[src/tscf_pkg.sv]
// Shared types, constants and functions for the telemetry sentence CRC framer.
// No dependencies.
`timescale 1ns / 1ps

package tscf_pkg;

   localparam logic [15:0] CRC_INIT = 16'hFFFF;
   localparam logic [15:0] CRC_POLY = 16'h1021;

   localparam logic [7:0] ASCII_DOLLAR  = 8'h24;
   localparam logic [7:0] ASCII_STAR    = 8'h2A;
   localparam logic [7:0] ASCII_NEWLINE = 8'h0A;

   typedef logic [3:0] slot_type;

   // positions inside the full sentence sequence of one request
   localparam slot_type SLOT_PREFIX_FIRST = 4'd0;
   localparam slot_type SLOT_PREFIX_LAST  = 4'd3;
   localparam slot_type SLOT_DATA         = 4'd4;
   localparam slot_type SLOT_STAR         = 4'd5;
   localparam slot_type SLOT_HEX3         = 4'd6;
   localparam slot_type SLOT_HEX2         = 4'd7;
   localparam slot_type SLOT_HEX1         = 4'd8;
   localparam slot_type SLOT_HEX0         = 4'd9;
   localparam slot_type SLOT_NEWLINE      = 4'd10;

   typedef struct packed {
      logic        prefix;
      logic        present;
      logic        last;
      logic [7:0]  data;
      logic [15:0] crc;
   } cmd_type;

   function automatic logic [15:0] crc_byte(input logic [15:0] crc, input logic [7:0] b);
      logic [15:0] c;
      c = crc ^ {b, 8'h00};
      for (int i = 0; i < 8; i++) begin
         if (c[15]) begin
            c = {c[14:0], 1'b0} ^ CRC_POLY;
         end else begin
            c = {c[14:0], 1'b0};
         end
      end
      return c;
   endfunction

   function automatic logic [7:0] hex_ascii(input logic [3:0] nib);
      if (nib < 4'd10) begin
         return 8'h30 + {4'h0, nib};
      end else begin
         return 8'h37 + {4'h0, nib};
      end
   endfunction

endpackage

[src/tscf_front.sv]
// Front end: accepts requests, tracks the frame, runs the CRC and builds commands.
// Depends on tscf_pkg.
`timescale 1ns / 1ps

module tscf_front (
   input  logic              clock,
   input  logic              reset,
   input  logic              req_tvalid,
   output logic              req_tready,
   input  logic [7:0]        req_tdata,
   input  logic              req_tuser,
   input  logic              req_tlast,
   output logic              push_valid,
   output tscf_pkg::cmd_type push_cmd,
   input  logic              queue_full
);
   import tscf_pkg::*;

   logic        inside_ff, inside_in;
   logic [15:0] crc_ff, crc_in;
   logic [15:0] crc_base;
   logic [15:0] crc_next;
   logic        accept;

   assign req_tready = !queue_full;
   assign accept     = req_tvalid && req_tready;

   always_comb begin
      crc_base = inside_ff ? crc_ff : CRC_INIT;
      crc_next = req_tuser ? crc_byte(crc_base, req_tdata) : crc_base;

      push_cmd.prefix  = !inside_ff;
      push_cmd.present = req_tuser;
      push_cmd.last    = req_tlast;
      push_cmd.data    = req_tdata;
      push_cmd.crc     = crc_next;
      // drop requests that produce no bytes at all
      push_valid = accept && (!inside_ff || req_tuser || req_tlast);

      inside_in = inside_ff;
      crc_in    = crc_ff;
      if (accept) begin
         if (req_tlast) begin
            inside_in = 1'b0;
            crc_in    = CRC_INIT;
         end else begin
            inside_in = 1'b1;
            crc_in    = crc_next;
         end
      end
   end

   always_ff @(posedge clock) begin
      if (reset) begin
         inside_ff <= 1'b0;
         crc_ff    <= CRC_INIT;
      end else begin
         inside_ff <= inside_in;
         crc_ff    <= crc_in;
      end
   end

   a_close_frame: assert property (@(posedge clock) disable iff (reset)
      (accept && req_tlast) |=> (!inside_ff && crc_ff == CRC_INIT))
      else $error("frame not closed after last request");

endmodule

[src/tscf_queue.sv]
// Short command queue between front end and back end.
// Depends on tscf_pkg.
`timescale 1ns / 1ps

module tscf_queue #(
   parameter int DEPTH = 4
) (
   input  logic              clock,
   input  logic              reset,
   input  logic              push_valid,
   input  tscf_pkg::cmd_type push_cmd,
   output logic              full,
   input  logic              pop,
   output logic              empty,
   output tscf_pkg::cmd_type head_cmd
);
   import tscf_pkg::*;

   localparam int PW = (DEPTH > 1) ? $clog2(DEPTH) : 1;
   localparam int CW = $clog2(DEPTH + 1);
   localparam logic [PW-1:0] LAST_PTR = PW'(DEPTH - 1);
   localparam logic [CW-1:0] FULL_CNT = CW'(DEPTH);

   cmd_type         entry_ff [DEPTH];
   logic [PW-1:0]   wr_ptr_ff, wr_ptr_in;
   logic [PW-1:0]   rd_ptr_ff, rd_ptr_in;
   logic [CW-1:0]   count_ff, count_in;
   logic            do_push, do_pop;

   assign full     = (count_ff == FULL_CNT);
   assign empty    = (count_ff == '0);
   assign head_cmd = entry_ff[rd_ptr_ff];
   assign do_push  = push_valid && !full;
   assign do_pop   = pop && !empty;

   always_comb begin
      wr_ptr_in = wr_ptr_ff;
      rd_ptr_in = rd_ptr_ff;
      count_in  = count_ff;
      if (do_push) begin
         wr_ptr_in = (wr_ptr_ff == LAST_PTR) ? '0 : wr_ptr_ff + 1'b1;
      end
      if (do_pop) begin
         rd_ptr_in = (rd_ptr_ff == LAST_PTR) ? '0 : rd_ptr_ff + 1'b1;
      end
      if (do_push && !do_pop) begin
         count_in = count_ff + 1'b1;
      end else if (!do_push && do_pop) begin
         count_in = count_ff - 1'b1;
      end
   end

   always_ff @(posedge clock) begin
      if (do_push) begin
         entry_ff[wr_ptr_ff] <= push_cmd;
      end
   end

   always_ff @(posedge clock) begin
      if (reset) begin
         wr_ptr_ff <= '0;
         rd_ptr_ff <= '0;
         count_ff  <= '0;
      end else begin
         wr_ptr_ff <= wr_ptr_in;
         rd_ptr_ff <= rd_ptr_in;
         count_ff  <= count_in;
      end
   end

   a_no_overflow: assert property (@(posedge clock) disable iff (reset)
      !(push_valid && full))
      else $error("push into full queue");

   a_count_range: assert property (@(posedge clock) disable iff (reset)
      count_ff <= FULL_CNT)
      else $error("queue count out of range");

endmodule

[src/tscf_back.sv]
// Back end: walks each command through prefix, data and trailer bytes into the output register.
// Depends on tscf_pkg.
`timescale 1ns / 1ps

module tscf_back (
   input  logic              clock,
   input  logic              reset,
   input  logic              empty,
   input  tscf_pkg::cmd_type head_cmd,
   output logic              pop,
   output logic              rsp_tvalid,
   input  logic              rsp_tready,
   output logic [7:0]        rsp_tdata,
   output logic              rsp_tlast
);
   import tscf_pkg::*;

   slot_type   slot_ff, slot_in;
   logic       started_ff, started_in;
   logic       valid_ff, valid_in;
   logic [7:0] data_ff, data_in;
   logic       last_ff, last_in;

   slot_type   cur_slot;
   slot_type   next_slot;
   logic       is_end;
   logic [7:0] cur_byte;
   logic       emit;

   always_comb begin
      if (started_ff) begin
         cur_slot = slot_ff;
      end else if (head_cmd.prefix) begin
         cur_slot = SLOT_PREFIX_FIRST;
      end else if (head_cmd.present) begin
         cur_slot = SLOT_DATA;
      end else begin
         cur_slot = SLOT_STAR;
      end

      next_slot = cur_slot + 1'b1;
      is_end    = 1'b0;
      cur_byte  = ASCII_DOLLAR;
      case (cur_slot)
         SLOT_PREFIX_LAST: begin
            cur_byte = ASCII_DOLLAR;
            if (head_cmd.present) begin
               next_slot = SLOT_DATA;
            end else begin
               next_slot = SLOT_STAR;
               is_end    = !head_cmd.last;
            end
         end
         SLOT_DATA: begin
            cur_byte = head_cmd.data;
            is_end   = !head_cmd.last;
         end
         SLOT_STAR:    cur_byte = ASCII_STAR;
         SLOT_HEX3:    cur_byte = hex_ascii(head_cmd.crc[15:12]);
         SLOT_HEX2:    cur_byte = hex_ascii(head_cmd.crc[11:8]);
         SLOT_HEX1:    cur_byte = hex_ascii(head_cmd.crc[7:4]);
         SLOT_HEX0:    cur_byte = hex_ascii(head_cmd.crc[3:0]);
         SLOT_NEWLINE: begin
            cur_byte = ASCII_NEWLINE;
            is_end   = 1'b1;
         end
         default:      cur_byte = ASCII_DOLLAR;
      endcase

      emit = !empty && (!valid_ff || rsp_tready);
      pop  = emit && is_end;

      slot_in    = slot_ff;
      started_in = started_ff;
      valid_in   = valid_ff;
      data_in    = data_ff;
      last_in    = last_ff;
      if (rsp_tready) begin
         valid_in = 1'b0;
      end
      if (emit) begin
         valid_in = 1'b1;
         data_in  = cur_byte;
         last_in  = (cur_slot == SLOT_NEWLINE);
         if (is_end) begin
            started_in = 1'b0;
         end else begin
            started_in = 1'b1;
            slot_in    = next_slot;
         end
      end
   end

   always_ff @(posedge clock) begin
      if (reset) begin
         slot_ff    <= SLOT_PREFIX_FIRST;
         started_ff <= 1'b0;
         valid_ff   <= 1'b0;
      end else begin
         slot_ff    <= slot_in;
         started_ff <= started_in;
         valid_ff   <= valid_in;
      end
   end

   always_ff @(posedge clock) begin
      data_ff <= data_in;
      last_ff <= last_in;
   end

   assign rsp_tvalid = valid_ff;
   assign rsp_tdata  = data_ff;
   assign rsp_tlast  = last_ff;

   a_done_newline: assert property (@(posedge clock) disable iff (reset)
      (rsp_tvalid && rsp_tlast) |-> (rsp_tdata == ASCII_NEWLINE))
      else $error("sentence end on a byte other than newline");

   a_slot_range: assert property (@(posedge clock) disable iff (reset)
      started_ff |-> (slot_ff <= SLOT_NEWLINE))
      else $error("sequencer slot out of range");

endmodule

[src/telemetry_sentence_crc_framer.sv]
// Top level of the telemetry sentence CRC framer: front end, command queue, back end.
// Depends on tscf_pkg, tscf_front, tscf_queue and tscf_back.
//
//   channel   dir  tdata           tuser          tlast
//   req_      in   message_byte    byte_present   frame_end
//   rsp_      out  out_byte        -              sentence_done
//
// One request is taken per cycle while the command queue has room. The back end sends one
// sentence byte per cycle unless stalled or the queue is empty; a request yields 0 to 11 bytes
// (4 prefix, 1 data, 6 trailer). The CRC update for a byte is done in the cycle it is accepted.
// Reset is synchronous; it empties the queue and starts a new sentence with CRC 0xFFFF.
// A stalled output holds its byte in the output register while the queue keeps filling.
`timescale 1ns / 1ps

module telemetry_sentence_crc_framer #(
   parameter int QUEUE_DEPTH = 4
) (
   input  logic       clock,
   input  logic       reset,
   input  logic       req_tvalid,
   output logic       req_tready,
   input  logic [7:0] req_tdata,   // [7:0] message_byte
   input  logic       req_tuser,   // [0] byte_present
   input  logic       req_tlast,
   output logic       rsp_tvalid,
   input  logic       rsp_tready,
   output logic [7:0] rsp_tdata,   // [7:0] out_byte
   output logic       rsp_tlast
);
   import tscf_pkg::*;

   logic    push_valid;
   cmd_type push_cmd;
   logic    queue_full;
   logic    queue_empty;
   logic    pop;
   cmd_type head_cmd;

   tscf_front u_front (
      .clock      (clock),
      .reset      (reset),
      .req_tvalid (req_tvalid),
      .req_tready (req_tready),
      .req_tdata  (req_tdata),
      .req_tuser  (req_tuser),
      .req_tlast  (req_tlast),
      .push_valid (push_valid),
      .push_cmd   (push_cmd),
      .queue_full (queue_full)
   );

   tscf_queue #(
      .DEPTH (QUEUE_DEPTH)
   ) u_queue (
      .clock      (clock),
      .reset      (reset),
      .push_valid (push_valid),
      .push_cmd   (push_cmd),
      .full       (queue_full),
      .pop        (pop),
      .empty      (queue_empty),
      .head_cmd   (head_cmd)
   );

   tscf_back u_back (
      .clock      (clock),
      .reset      (reset),
      .empty      (queue_empty),
      .head_cmd   (head_cmd),
      .pop        (pop),
      .rsp_tvalid (rsp_tvalid),
      .rsp_tready (rsp_tready),
      .rsp_tdata  (rsp_tdata),
      .rsp_tlast  (rsp_tlast)
   );

endmodule

[config.mk]
export PLATFORM = sky130hd
export DESIGN_NAME = telemetry_sentence_crc_framer
export DESIGN_NICKNAME = d
export VERILOG_FILES = /design/src/tscf_pkg.sv /design/src/tscf_front.sv /design/src/tscf_queue.sv /design/src/tscf_back.sv /design/src/telemetry_sentence_crc_framer.sv
export SDC_FILE = /design/constraint.sdc
export NUM_CORES = 1
export LEC_CHECK = 0
export ABC_AREA = 1
export BUFFER_PORTS_ARGS = -buffer_cell sky130_fd_sc_hd__buf_2
export CAP_MARGIN = 25
export CORE_MARGIN = 4
export CORE_UTILIZATION = 64
export CTS_BUF_LIST = sky130_fd_sc_hd__clkbuf_4
export DETAILED_ROUTE_END_ITERATION = 8
export PLACE_DENSITY = 0.87
export RECOVER_POWER = 100
export SYNTH_ARGS = -nofsm -noshare
export SYNTH_HDL_FRONTEND = slang
export SYNTH_SLANG_ARGS = --single-unit
[constraint.sdc]
create_clock -name clock -period 3.45 [get_ports clock]
set_input_delay 0.1725 -clock clock [delete_from_list [all_inputs] [get_ports clock]]
set_output_delay 0.1725 -clock clock [all_outputs]
set_load 0.05 [all_outputs]
==> results.json <==
{
  "avgRoutedWirePerCell_um": 16.8,
  "r2r-end": "u_queue.count_ff[1]",
  "crit_buf_inv": 3,
  "p_leak_nw": 3.13,
  "grt_pass1_wl_um": 25500,
  "grt-ovfl-total": 0,
  "grt_max_degree": 52,
  "crit_chain": "inv_2 > nand2_1 > nand3_1 > nand2_2 > nand3_1 > nand2_1 > ha_1 > inv_1 > nor2_2 > nand4_4 > nand3_4 > nand2_1 > ha_1 > inv_1 > fa_1 > o21ai_0 > a21oi_1",
  "skew_ps": 24.5,
  "fin_tns_setup_ps": 0,
  "finalCritPeriodShare_pct": 89.9,
  "ant_nets": 0,
  "clk_pin_slew_worst_paths_ps": 150,
  "hold_path.class": "in2reg",
  "ir_drop_mv": 0.563,
  "crit_top_cell": "nand2_1",
  "routed-via-count": 5332,
  "grt_pass1_vias": 5270,
  "finalWorstSetupSlack_ps": 349,
  "crit_fanout": 6,
  "slew_headroom_pct": 34.7,
  "cts_buffers": 17,
  "yosys.area.top_type_share_pct": 48.3,
  "dieHeight_um": 115,
  "synth_mux_area_share_pct": 0,
  "final_layout_size_suffix_gt1_share_pct": 11.7,
  "via_per_inst": 5.70,
  "synth_area_leaders": "edfxtp_1 48%, nand2_1 10%, dfxtp_1 8.8%",
  "synthSimpleGateAreaFrac_pct": 21.7,
  "synth-edff-count": 117,
  "core_sq_mm": 0.0110,
  "drv_cap": 0,
  "cts_hold_buf": 11,
  "chipWidth_um": 115,
  "cp_slowest_stage_delay_ps": 450,
  "reg2reg_slack_ps": 350,
  "fillers": 752,
  "synthXorXnorAreaFrac_pct": 3.30,
  "setup_viol": 0,
  "fmax_mhz": 322,
  "rr_worst_depth": 17,
  "io_pins": 25,
  "wirelength_um": 15800,
  "start_util_pct": 66.3,
  "fin_crit_ps": 3100,
  "worst_pin_slew_ps": 979,
  "cts_tree": "built",
  "multi_input_area_sq_mm": 0.00264,
  "syn_to_final_growth_pct": 7.10,
  "cts_root_buffer": "clkbuf_4",
  "drc": 0,
  "routabilityCongestion": 0.885,
  "clock_sinks": 149,
  "cp.required_ps": 3900,
  "end_kind": "register",
  "nets": 810,
  "p_per_area_mw_per_mm2": 737,
  "rsz0062_at_grt": "no",
  "insertion_delay_ps": 540,
  "ys_ff_latch": 149,
  "critical-path-top-delay-family": "simple AND/OR/NAND/NOR gates",
  "hp-start": "req_tvalid",
  "cts_max_level": 4,
  "hold_viol_final": 0,
  "whs_path_depth": 4,
  "preCtsSetupSlack_ps": 468,
  "postCtsSetupBuffers": 0,
  "cts.path.max_buffers": 2,
  "firstDrtPassIters": 5,
  "synthesis.area_sq_mm": 0.00728,
  "mappedNetlistNets": 772,
  "critPathKind": "reg2reg",
  "whs_endpoint": "u_front.inside_ff",
  "yosys.area.top_type": "edfxtp_1",
  "cp-start-kind": "register",
  "p_total_mw": 5.75,
  "yosysWarnings": 0,
  "status": "finished clean",
  "drtIter0Drc": 585,
  "synth_cell_type_count": 53,
  "diodes": 0,
  "drv_slew": 0,
  "synth_top_family_by_area": "simple AND/OR/NAND/NOR gates",
  "portBuffers": 24,
  "cpMaxStageDelayCell": "fa_1",
  "ctsResizeCount": 0,
  "worstPathArrival_ps": 3550,
  "synth-compound-area-share_pct": 9.18,
  "die_area_sq_mm": 0.0131,
  "synth_ff_type": "edfxtp_1",
  "rows": 38,
  "yosys.area_share.adder_pct": 2.51,
  "grt_use_total_pct": 25.4,
  "syn_area_per_cell_sq_um": 9.78,
  "grt_antenna_before_repair": 0,
  "syn_inst": 744,
  "synth-seq-area-share_pct": 57.1,
  "post-dp-hpwl_um": 10700,
  "async_reset_ff_share_pct": 0,
  "final-seq-area_sq_mm": 0.00416
}
## report_power, final
part           switching, mW  internal, mW
Sequential             0.112          2.28
Clock                  0.700         0.387
Combinational           1.64         0.630
Total                   2.45          3.29
## sequential cells by signal, summed over array words and instances, names as in the netlist, 2 cells and up, named ones only
signal and count:
u_back.rsp_tdata 8, u_back.slot_ff 4, u_front.crc_ff 16, u_queue.count_ff 3
u_queue.entry_ff 108, u_queue.rd_ptr_ff 2, u_queue.wr_ptr_ff 2
## stage by stage
stage	instances	instance area, sq um	util, %	hold slack [ps]
2_1_floorplan	744	7280	-	242
3_5_place_dp	892	7490	68.2	374
4_1_cts	935	7890	71.8	41.8
5_1_grt	935	7790	71.0	98.1
3_3_place_gp	892	7490	68.2	369
6_report	935	7790	71.0	95.6
## worst reg2reg max path: cells and delay by family, from the launching register on
| kind | cells | cell delay, ps |
|---|---|---|
| buf+inv | 3 | 270 |
| compound gates | 2 | 270 |
| simple gates | 9 | 1190 |
| flops | 1 | 420 |
| fa+ha+maj | 3 | 860 |
## per-layer routing
| metal | GRT usage, % | wire length [um] | vias to the layer above | share of wire [%] |
|---|---|---|---|---|
| met5 | 0 | 0 | - | 0 |
| li1 | - | - | 2572 | - |
| met4 | 9.74 | 370 | 0 | 2.3 |
| met2 | 43.1 | 7960 | 257 | 51 |
| met1 | 31.5 | 6120 | 2460 | 39 |
| met3 | 6.24 | 1290 | 43 | 8.2 |
## cells in the mapped netlist, types with 4 or more instances
cell type  count
nor2_1        73
inv_2         10
edfxtp_1     117
xnor2_1       11
dfxtp_1       32
o22ai_1       13
buf_4          5
nand2_4        5
xor2_1         9
a21oi_1       28
nand4_1        4
o21ai_1       11
inv_1         61
nand2_2        9
nand3_1       43
nand2_1      193
clkbuf_1       7
buf_2          8
ha_1          13
o21ai_0       42
## placed cells by master (no fill, tap or decap), types with 11 or more instances in the layout
| master | instances |
|---|---|
| dlygate4sd3_1 | 11 |
| xor2_1 | 11 |
| edfxtp_1 | 117 |
| o22ai_1 | 13 |
| o21ai_0 | 46 |
| dfxtp_1 | 31 |
| clkbuf_1 | 22 |
| xnor2_1 | 12 |
| clkbuf_4 | 17 |
| nand3_1 | 44 |
| a21oi_1 | 28 |
| inv_1 | 63 |
| ha_1 | 13 |
| nor2_1 | 69 |
| nand2_1 | 194 |
## layout make-up
cell class | count | area share (%)
tap | 140 | 2.25
clock buffer | 17 | 1.64
multi-input combinational | 496 | 33.8
inverter | 74 | 3.61
timing repair buffer | 44 | 3.31
sequential | 149 | 53.3
clock inverter | 15 | 2.09
## how the worst max path moves through the flow
stage,end,slack [ps],depth (start not counted)
final,u_queue.count_ff[1],350,17
after global routing,u_queue.count_ff[2],80,21
after CTS,u_queue.count_ff[1],420,17
after detailed placement,u_queue.count_ff[1],470,17
after global placement,u_queue.count_ff[2],670,21
after floorplan,u_queue.entry_ff[0][0],450,6
## kinds of logic (layout without fill, tap and decap cells)
logic type	after synthesis	after routing
flip-flops	149	149
adder cells (fa/ha/maj)	14	14
AO/OA/AOI/OAI	111	111
XOR/XNOR	24	24
AND/OR/NAND/NOR	347	347
buffers and inverters	99	150
(Power assumes the default switching activity.)
